$ cat src/lpmr_pkg.sv
`timescale 1ns / 1ps

package lpmr_pkg;

	localparam int RING_DEPTH  = 1024;
	localparam int AW          = $clog2(RING_DEPTH);
	localparam int SW          = AW + 1;
	localparam int MAX_PAYLOAD = 64;
	localparam int LW          = 7;
	localparam int DW          = 8;
	localparam int HDR_BYTES   = 4;
	localparam int MIN_SIZE    = 8;

	typedef enum logic [1:0] {
		FUNC_WRITE  = 2'd0,
		FUNC_READ   = 2'd1,
		FUNC_PEEK   = 2'd2,
		FUNC_STATUS = 2'd3
	} func_t;

	typedef enum logic [2:0] {
		STAT_OK       = 3'd0,
		STAT_NO_ROOM  = 3'd1,
		STAT_EMPTY    = 3'd2,
		STAT_CORRUPT  = 3'd3,
		STAT_MISMATCH = 3'd4
	} status_t;

	localparam logic REG_RING_SIZE = 1'b0;
	localparam logic REG_MAX_LEN   = 1'b1;

	typedef enum logic [3:0] {
		S_IDLE,
		S_EXEC,
		S_WR_HDR,
		S_WR_BODY,
		S_RD_HA,
		S_RD_HD,
		S_RD_CHK,
		S_BY_A,
		S_BY_D,
		S_EMIT
	} state_t;

	typedef struct packed {
		logic [DW-1:0] data;
		logic          last;
		status_t       status;
		logic [LW-1:0] len;
		logic [AW-1:0] used;
		logic [AW-1:0] free_pl;
		logic          can_read;
	} res_t;

	typedef struct packed {
		logic          we;
		logic [AW-1:0] waddr;
		logic [DW-1:0] wdata;
		logic          re;
		logic [AW-1:0] raddr;
	} mem_req_t;

	function automatic logic [AW-1:0] ring_inc(input logic [AW-1:0] p,
			input logic [SW-1:0] s);
		logic [SW-1:0] n;
		begin
			n = {1'b0, p} + SW'(1);
			ring_inc = (n == s) ? '0 : n[AW-1:0];
		end
	endfunction

	function automatic logic [AW-1:0] ring_add(input logic [AW-1:0] p,
			input logic [LW-1:0] l, input logic [SW-1:0] s);
		logic [SW-1:0] n;
		begin
			n = {1'b0, p} + SW'(l);
			ring_add = (n >= s) ? AW'(n - s) : n[AW-1:0];
		end
	endfunction

endpackage

$ cat src/lpmr_ctrl.sv
`timescale 1ns / 1ps

module lpmr_ctrl import lpmr_pkg::*; (
	input  logic          clk,
	input  logic          arst_n,
	input  logic          in_valid,
	output logic          in_stall,
	input  logic [1:0]    func,
	input  logic [LW-1:0] msg_len,
	input  logic [DW-1:0] data_in,
	input  logic          data_last,
	input  logic          cfg_valid,
	output logic          cfg_ready,
	input  logic          cfg_index,
	input  logic [SW-1:0] cfg_data,
	input  logic          out_free,
	output logic          emit,
	output res_t          res,
	output mem_req_t      mreq,
	input  logic [DW-1:0] mrdata
);

	state_t        state_q, state_d;
	logic [AW-1:0] rp_q, rp_d, wp_q, wp_d, wcur_q, wcur_d, rcur_q, rcur_d;
	logic          wact_q, wact_d, wrej_q, wrej_d;
	logic [LW-1:0] bw_q, bw_d, exp_q, exp_d;
	logic [SW-1:0] size_q;
	logic [LW-1:0] max_q;
	func_t         func_q, func_d;
	logic [LW-1:0] len_in_q, len_in_d;
	logic [DW-1:0] din_q, din_d;
	logic          last_q, last_d;
	logic [1:0]    cnt_q, cnt_d;
	logic          hnz_q, hnz_d;
	logic [DW-1:0] rlen_q, rlen_d;
	logic [LW-1:0] idx_q, idx_d;
	status_t       st_q, st_d;
	logic [DW-1:0] pdata_q, pdata_d;
	logic          plast_q, plast_d;
	logic [LW-1:0] plen_q, plen_d;
	logic          more_q, more_d;

	logic [SW-1:0] used, free_sp;
	logic          cfg_fire, in_fire;
	logic          wrote;
	logic [AW-1:0] cur_n;
	logic [LW-1:0] bw_n, need;

	assign in_stall  = (state_q != S_IDLE);
	assign cfg_ready = (state_q == S_IDLE);
	assign in_fire   = in_valid && !in_stall;
	assign cfg_fire  = cfg_valid && cfg_ready;

	assign used    = (wp_q >= rp_q) ? SW'(wp_q - rp_q)
		: SW'(size_q - {1'b0, rp_q} + {1'b0, wp_q});
	assign free_sp = size_q - SW'(1) - used;

	always_comb begin
		res.data     = pdata_q;
		res.last     = plast_q;
		res.status   = st_q;
		res.len      = plen_q;
		res.used     = used[AW-1:0];
		res.free_pl  = (free_sp > SW'(HDR_BYTES)) ? AW'(free_sp - SW'(HDR_BYTES)) : '0;
		res.can_read = (used != '0);
	end

	always_ff @(posedge clk or negedge arst_n) begin
		if (!arst_n) begin
			state_q <= S_IDLE;
		end else begin
			state_q <= state_d;
		end
	end

	always_comb begin
		state_d  = state_q;
		rp_d     = rp_q;
		wp_d     = wp_q;
		wcur_d   = wcur_q;
		rcur_d   = rcur_q;
		wact_d   = wact_q;
		wrej_d   = wrej_q;
		bw_d     = bw_q;
		exp_d    = exp_q;
		func_d   = func_q;
		len_in_d = len_in_q;
		din_d    = din_q;
		last_d   = last_q;
		cnt_d    = cnt_q;
		hnz_d    = hnz_q;
		rlen_d   = rlen_q;
		idx_d    = idx_q;
		st_d     = st_q;
		pdata_d  = pdata_q;
		plast_d  = plast_q;
		plen_d   = plen_q;
		more_d   = more_q;
		emit     = 1'b0;
		mreq     = '0;
		wrote    = bw_q < exp_q;
		cur_n    = wrote ? ring_inc(wcur_q, size_q) : wcur_q;
		bw_n     = (bw_q <= exp_q) ? bw_q + LW'(1) : bw_q;
		need     = (exp_q == '0) ? LW'(1) : exp_q;

		case (state_q)
			S_IDLE: begin
				if (in_fire) begin
					func_d   = func_t'(func);
					len_in_d = msg_len;
					din_d    = data_in;
					last_d   = data_last;
					state_d  = S_EXEC;
				end
			end
			S_EXEC: begin
				pdata_d = '0;
				plast_d = 1'b1;
				plen_d  = '0;
				more_d  = 1'b0;
				st_d    = STAT_OK;
				case (func_q)
					FUNC_WRITE: begin
						if (!wact_q && !wrej_q) begin
							if (len_in_q > max_q ||
									free_sp < SW'(len_in_q) + SW'(HDR_BYTES)) begin
								wrej_d  = !last_q;
								st_d    = STAT_NO_ROOM;
								state_d = S_EMIT;
							end else begin
								wcur_d  = wp_q;
								exp_d   = len_in_q;
								bw_d    = '0;
								wact_d  = 1'b1;
								cnt_d   = '0;
								state_d = S_WR_HDR;
							end
						end else begin
							state_d = S_WR_BODY;
						end
					end
					FUNC_STATUS: begin
						state_d = S_EMIT;
					end
					default: begin
						if (rp_q == wp_q) begin
							st_d    = STAT_EMPTY;
							state_d = S_EMIT;
						end else begin
							rcur_d  = rp_q;
							cnt_d   = '0;
							hnz_d   = 1'b0;
							state_d = S_RD_HA;
						end
					end
				endcase
			end
			S_WR_HDR: begin
				// big-endian length: three zero bytes, then the length byte
				mreq.we    = 1'b1;
				mreq.waddr = wcur_q;
				mreq.wdata = (cnt_q == 2'd3) ? DW'(exp_q) : '0;
				wcur_d     = ring_inc(wcur_q, size_q);
				cnt_d      = cnt_q + 2'd1;
				if (cnt_q == 2'd3) begin
					state_d = S_WR_BODY;
				end
			end
			S_WR_BODY: begin
				state_d = S_EMIT;
				if (wrej_q) begin
					if (last_q) begin
						wrej_d = 1'b0;
					end
					st_d = STAT_NO_ROOM;
				end else begin
					mreq.we    = wrote;
					mreq.waddr = wcur_q;
					mreq.wdata = din_q;
					wcur_d     = cur_n;
					bw_d       = bw_n;
					if (last_q) begin
						if (bw_n == need) begin
							wp_d = cur_n;
						end else begin
							st_d = STAT_MISMATCH;
						end
						wcur_d = '0;
						wact_d = 1'b0;
						wrej_d = 1'b0;
						bw_d   = '0;
						exp_d  = '0;
					end
				end
			end
			S_RD_HA: begin
				mreq.re    = 1'b1;
				mreq.raddr = rcur_q;
				rcur_d     = ring_inc(rcur_q, size_q);
				state_d    = S_RD_HD;
			end
			S_RD_HD: begin
				if (cnt_q == 2'd3) begin
					rlen_d  = mrdata;
					state_d = S_RD_CHK;
				end else begin
					hnz_d   = hnz_q || (mrdata != '0);
					state_d = S_RD_HA;
				end
				cnt_d = cnt_q + 2'd1;
			end
			S_RD_CHK: begin
				if (hnz_q || rlen_q > DW'(max_q)) begin
					st_d    = STAT_CORRUPT;
					state_d = S_EMIT;
				end else begin
					if (func_q == FUNC_READ) begin
						rp_d = ring_add(rcur_q, rlen_q[LW-1:0], size_q);
					end
					if (rlen_q == '0) begin
						state_d = S_EMIT;
					end else begin
						idx_d   = '0;
						state_d = S_BY_A;
					end
				end
			end
			S_BY_A: begin
				mreq.re    = 1'b1;
				mreq.raddr = rcur_q;
				rcur_d     = ring_inc(rcur_q, size_q);
				state_d    = S_BY_D;
			end
			S_BY_D: begin
				pdata_d = mrdata;
				plen_d  = rlen_q[LW-1:0];
				plast_d = (idx_q + LW'(1) == rlen_q[LW-1:0]);
				more_d  = (idx_q + LW'(1) != rlen_q[LW-1:0]);
				st_d    = STAT_OK;
				idx_d   = idx_q + LW'(1);
				state_d = S_EMIT;
			end
			S_EMIT: begin
				if (out_free) begin
					emit    = 1'b1;
					state_d = more_q ? S_BY_A : S_IDLE;
				end
			end
			default: begin
				state_d = S_IDLE;
			end
		endcase
	end

	always_ff @(posedge clk or negedge arst_n) begin
		if (!arst_n) begin
			rp_q   <= '0;
			wp_q   <= '0;
			wcur_q <= '0;
			wact_q <= 1'b0;
			wrej_q <= 1'b0;
			bw_q   <= '0;
			exp_q  <= '0;
			size_q <= SW'(RING_DEPTH);
			max_q  <= LW'(MAX_PAYLOAD);
		end else if (cfg_fire) begin
			if (cfg_index == REG_RING_SIZE) begin
				if (cfg_data < SW'(MIN_SIZE)) begin
					size_q <= SW'(MIN_SIZE);
				end else if (cfg_data > SW'(RING_DEPTH)) begin
					size_q <= SW'(RING_DEPTH);
				end else begin
					size_q <= cfg_data;
				end
				// empty the ring and drop any open message
				rp_q   <= '0;
				wp_q   <= '0;
				wcur_q <= '0;
				wact_q <= 1'b0;
				wrej_q <= 1'b0;
				bw_q   <= '0;
				exp_q  <= '0;
			end else begin
				max_q <= (cfg_data[LW-1:0] > LW'(MAX_PAYLOAD)) ? LW'(MAX_PAYLOAD)
					: cfg_data[LW-1:0];
			end
		end else begin
			rp_q   <= rp_d;
			wp_q   <= wp_d;
			wcur_q <= wcur_d;
			wact_q <= wact_d;
			wrej_q <= wrej_d;
			bw_q   <= bw_d;
			exp_q  <= exp_d;
		end
	end

	always_ff @(posedge clk) begin
		func_q   <= func_d;
		len_in_q <= len_in_d;
		din_q    <= din_d;
		last_q   <= last_d;
		rcur_q   <= rcur_d;
		cnt_q    <= cnt_d;
		hnz_q    <= hnz_d;
		rlen_q   <= rlen_d;
		idx_q    <= idx_d;
		st_q     <= st_d;
		pdata_q  <= pdata_d;
		plast_q  <= plast_d;
		plen_q   <= plen_d;
		more_q   <= more_d;
	end

endmodule

$ cat config.mk
export PLATFORM = sky130hd
export DESIGN_NAME = lpmr_ctrl
export DESIGN_NICKNAME = d
export VERILOG_FILES = /design/src/lpmr_pkg.sv /design/src/lpmr_ctrl.sv
export SDC_FILE = /design/constraint.sdc
export NUM_CORES = 1
export LEC_CHECK = 0
export ABC_CLOCK_PERIOD_IN_PS = 9770
export BUFFER_PORTS_ARGS = -buffer_cell sky130_fd_sc_hd__clkbuf_2
export CAP_MARGIN = 20
export CORE_ASPECT_RATIO = 1.5
export CORE_MARGIN = 1.5
export CORE_UTILIZATION = 55
export CTS_BUF_LIST = sky130_fd_sc_hd__clkbuf_4 sky130_fd_sc_hd__clkbuf_8
export DETAILED_ROUTE_END_ITERATION = 10
export GPL_TIMING_DRIVEN = 0
export PLACE_DENSITY = 0.85
export SLEW_MARGIN = 0
export SYNTH_ARGS = -nofsm -noshare
export SYNTH_HDL_FRONTEND = slang
export SYNTH_SLANG_ARGS = --single-unit
$ cat constraint.sdc
create_clock -name clk -period 9.77 [get_ports clk]
set_input_delay 1.4655 -clock clk [delete_from_list [all_inputs] [get_ports clk]]
set_output_delay 1.4655 -clock clk [all_outputs]
set_load 0.03 [all_outputs]
Word level (Yosys, flattened, before mapping)
Cells that the tools add are included.

Bits in registers: 134. Bits of input ports: 43. Word-level logic and storage cells: 246.

$add $sub $neg: 14. Order comparisons: 11. Eq/ne operators: 42. Muxes and demuxes: 104. Bitwise operators: 1. Reduce and logical (&&, ||, !) cells: 50.

Operators by type and width (count): 2-to-1 mux 10 bit (23); 2-to-1 mux 7 bit (19); case mux 7 bit (2 select lines) (4); 2-to-1 mux 11 bit (4); case mux 19 bit (2 select lines) (1); case mux 4 bit (9 select lines) (1); inequality test 3 bit, second input constant (11); 2-to-1 mux 4 bit (8); case mux 10 bit (3 select lines) (1); adder 10 x 1 -> 11 bit, second input constant (2); equality test 11 bit (2); inequality test 2 bit, second input constant (11); 2-to-1 mux 1 bit (20); case mux 10 bit (2 select lines) (1); nonzero test 2 bit (10); 2-to-1 mux 19 bit (1); equality test 4 x 3 -> 1 bit, second input constant (4); case mux 8 bit (2 select lines) (1); 2-to-1 mux 3 bit (5); AND reduction 5 bit (3); adder 7 x 1 -> 7 bit, second input constant (2); equality test 7 bit (2); case mux 2 bit (2 select lines) (3); case mux 3 bit (4 select lines) (1); other kinds (50) (82).

Logic depth before layout (Yosys ltp)
Depth after elaboration: 11. Depth in mapped cells: 27. Gate-level depth less buffers: 26.

Worst setup path before layout
Ideal clock, no wire load.

Path type: register to output. Start point: reg size_q[2]. End point: out res[8] (netlist name). Arrival: 6.067 ns. Slack: 2.237 ns. Cell stages (with the launch flop): 27. Buffers on the path: 1. Cell sequence: dfrtp_1 > clkbuf_1 > inv_1 > fa_1 > inv_1 > ha_1 > a21oi_1 > nor2b_1 > o21ai_0 > nand2b_1 > a21o_1 > a21oi_1 > xor2_1 > o21ai_0 > inv_1 > ha_1 > a21o_1 > a31o_1 > a221o_1 > mux2_1 > a311oi_1 > o21ai_1 > o21ai_2 > nor3_1 > o211ai_1 > or4b_1 > nand2_1.

RTL lines: start: declaration (line lpmr_ctrl.sv:27) `logic [SW-1:0] size_q;`; start signal: assignment (line lpmr_ctrl.sv:264) `size_q <= SW'(RING_DEPTH);`; start signal: assignment (line lpmr_ctrl.sv:269) `size_q <= SW'(MIN_SIZE);`; start signal: assignment (line lpmr_ctrl.sv:271) `size_q <= SW'(RING_DEPTH);`; end: declaration (line lpmr_ctrl.sv:18) `output res_t res,`.

==> flow_summary.json <==
{
  "dp_hpwl_microns": 24800,
  "ff2ff_setup_slack_ns": 2.83,
  "worstReg2RegStart": "size_q[2]",
  "fin_nets": 1503,
  "crit_fanout": 8,
  "cap_viol_max_count": 0,
  "initial_core_util_pct": 56.6,
  "status": "completed",
  "rsz0062_at_grt": "false",
  "finalSetupViolations": 0,
  "yosysWarnings": 0,
  "synth_area_per_cell_sq_um": 8.89,
  "min_period_ns": 8.64,
  "grt_pass1_vias": 10200,
  "synthesis.nets": 1368,
  "std_cell_rows": 62,
  "gp_congestion": 0.988,
  "grt_pass1_wl_microns": 50300,
  "worst_pin_slew_ns": 1.10,
  "synth_edf_count": 66,
  "synth_top_flop_cell": "edfxtp_1",
  "grt_max_degree": 54,
  "drt_iter0_drc": 726,
  "cp-end-kind": "output pin",
  "io_pins": 116,
  "grt_usage_pct": 30.9,
  "final_util_pct": 63.4,
  "syn_area_sq_um": 10900,
  "reg2reg_to": "exp_q[3]",
  "finalMaxSlewViolations": 0,
  "vias_per_cell": 6.22,
  "chipHeight_microns": 175,
  "htreeDepth": 4,
  "cp.arrival_ns": 7.18,
  "ys_ff_latch": 134,
  "drc": 0,
  "cts_root_buffer": "clkbuf_8",
  "die_w_microns": 118,
  "grt.overflow.total": 0,
  "r2r_cells": 26,
  "cts_num_sinks": 134,
  "required_ns": 8.30,
  "drt-wirelength-per-cell_microns": 19.6,
  "start_kind": "register",
  "worstSetupEndpoint": "res[7]",
  "setup_tns_ns": 0,
  "cts_setup_buffers": 0,
  "yosys-top-cells-area": "edfxtp_1, dfrtp_1, ha_1",
  "stdcell_area_sq_um": 12200,
  "netlist.area_leader.share_pct": 18.2,
  "portBuffers": 115,
  "insertion_delay_ns": 0.47,
  "setup.worst_path.class": "register to output pin",
  "die-area_sq_um": 20700,
  "clkTransAtPathRegs_ns": 0.07,
  "seq_area_frac_synth_pct": 33.9,
  "skew_ns": 0.0214,
  "drt_wl_total_microns": 32000,
  "fmax_mhz": 116,
  "antenna_found_initial": 0,
  "hold_path.class": "register to register",
  "drive_above_1_share_pct": 12.9,
  "netlist_instances": 1224,
  "fill_cells": 1675,
  "whs_ns": 0.482,
  "diodes": 0,
  "core_area_sq_um": 19200,
  "clockBufferDepth": 2,
  "synth_top_cell_by_area": "edfxtp_1",
  "place_area_sq_um": 11800,
  "cts_resized": 0,
  "finalCritPeriodShare_pct": 88.5,
  "cts_tree": "done",
  "drtAntennaViolNets": 0,
  "max_slew_margin_pct": 26.3,
  "finalHoldViolCount": 0,
  "vias": 10100,
  "dr.pass1.iters": 7,
  "async_reset_ff_share_pct": 50.7,
  "numCtsBuffers": 17,
  "startpoint": "size_q[2]",
  "area_growth_pct": 12.1,
  "holdBufCountCts": 0,
  "ys_types": 78
}
stage by stage:
stage / setup slack [ns] / instances
floorplan: 2.24 / 1224
global placement: 1.83 / 1595
detailed placement: 1.70 / 1596
CTS: 1.20 / 1628
global route: 0.742 / 1628
finish: 1.13 / 1628
cell usage after synthesis, types with 15 or more instances:
library cell  count
o21ai_0          67
a21o_1           24
dfrtp_1          66
mux2i_1          17
clkbuf_1         37
ha_1             87
nand2_1         102
nand3_1          40
nand2b_1         23
a22o_1           23
nor3_1           35
nand4_1          15
a21oi_1          71
xor2_1           33
edfxtp_1         66
nor2_1           74
nor2b_1          24
inv_1           109
and2_1           38
xnor2_1          65
area by class of cell:
| class | count | area [sq um] | area share, % |
|---|---|---|---|
| multi-input combinational | 937 | 6610 | 54.2 |
| timing repair buffer | 116 | 606 | 4.96 |
| sequential | 134 | 3690 | 30.2 |
| clock inverter | 14 | 151 | 1.24 |
| inverter | 111 | 417 | 3.42 |
| buffer | 42 | 169 | 1.38 |
| clock buffer | 18 | 241 | 1.98 |
| tap | 256 | 320 | 2.63 |
logic make-up after synthesis:
kind of cell,Yosys count,share of synthesized area (%)
muxes,23,2.18
DFF,134,33.9
AOI/OAI and AO/OA,307,19.1
xor gates and xnor gates,98,7.89
adders and majority gates,101,12.6
and+or+nand+nor,408,19.0
buffers and inverters,153,5.38
state kept, by name, summed over array words and instances, names as in the netlist, 8 cells and up:
register  cells
din_q         8
wp_q         10
pdata_q       8
rp_q         10
size_q       11
rcur_q       10
wcur_q       10
rlen_q        8
layer usage:
layer | wire length [microns] | vias up | GRT usage, %
li1 | - | 4645 | -
met2 | 16200 | 470 | 55.1
met4 | 2720 | 0 | 25.2
met3 | 1820 | 180 | 4.94
met1 | 11300 | 4839 | 31.8
met5 | 0 | - | 0
cell usage in the layout (no fill, tap or decap), drive strengths merged, types with 24 or more instances in the layout:
cell	Yosys	routed
clkbuf	37	170
xor2	33	33
nor2b	24	24
a21o	24	24
edfxtp	66	66
nor3	36	36
inv	110	114
and2	38	38
xnor2	65	65
a21oi	71	71
nand2	102	102
o21ai	76	76
ha	87	87
nor2	74	74
dfrtp	66	66
nand3	42	42
worst max-delay path: stages (launching register included):
cell and delay, ns:
dfrtp_1 0.32, clkbuf_1 0.41, inv_1 0.34, fa_1 0.56, inv_1 0.04, ha_1 0.34
a21oi_1 0.23, nor2b_1 0.07, o21ai_0 0.15, nand2b_1 0.11, a21o_1 0.21, a21oi_1 0.22
xor2_1 0.10, o21ai_0 0.33, inv_1 0.09, ha_1 0.37, a21o_1 0.21, a31o_1 0.19
a221o_1 0.33, a211oi_1 0.21, a311oi_1 0.07, o21ai_1 0.20, o21ai_2 0.15, nor3_1 0.28
o211ai_1 0.23, nor3_1 0.60, nor2_1 0.12, clkbuf_2 0.21
worst min-delay path by stage:
stage / start / to / slack [ns] / cells after the start
2_1_floorplan: max_q[1] / max_q[1] / 0.45 / 2
3_3_place_gp: max_q[2] / max_q[2] / 0.46 / 2
3_5_place_dp: max_q[2] / max_q[2] / 0.47 / 2
4_1_cts: max_q[2] / max_q[2] / 0.49 / 2
5_1_grt: wact_q / wact_q / 0.51 / 1
6_report: max_q[4] / max_q[4] / 0.48 / 2
Power is not shown: default switching activity piles up to over one toggle a cycle in this logic, so the estimate is an artifact.
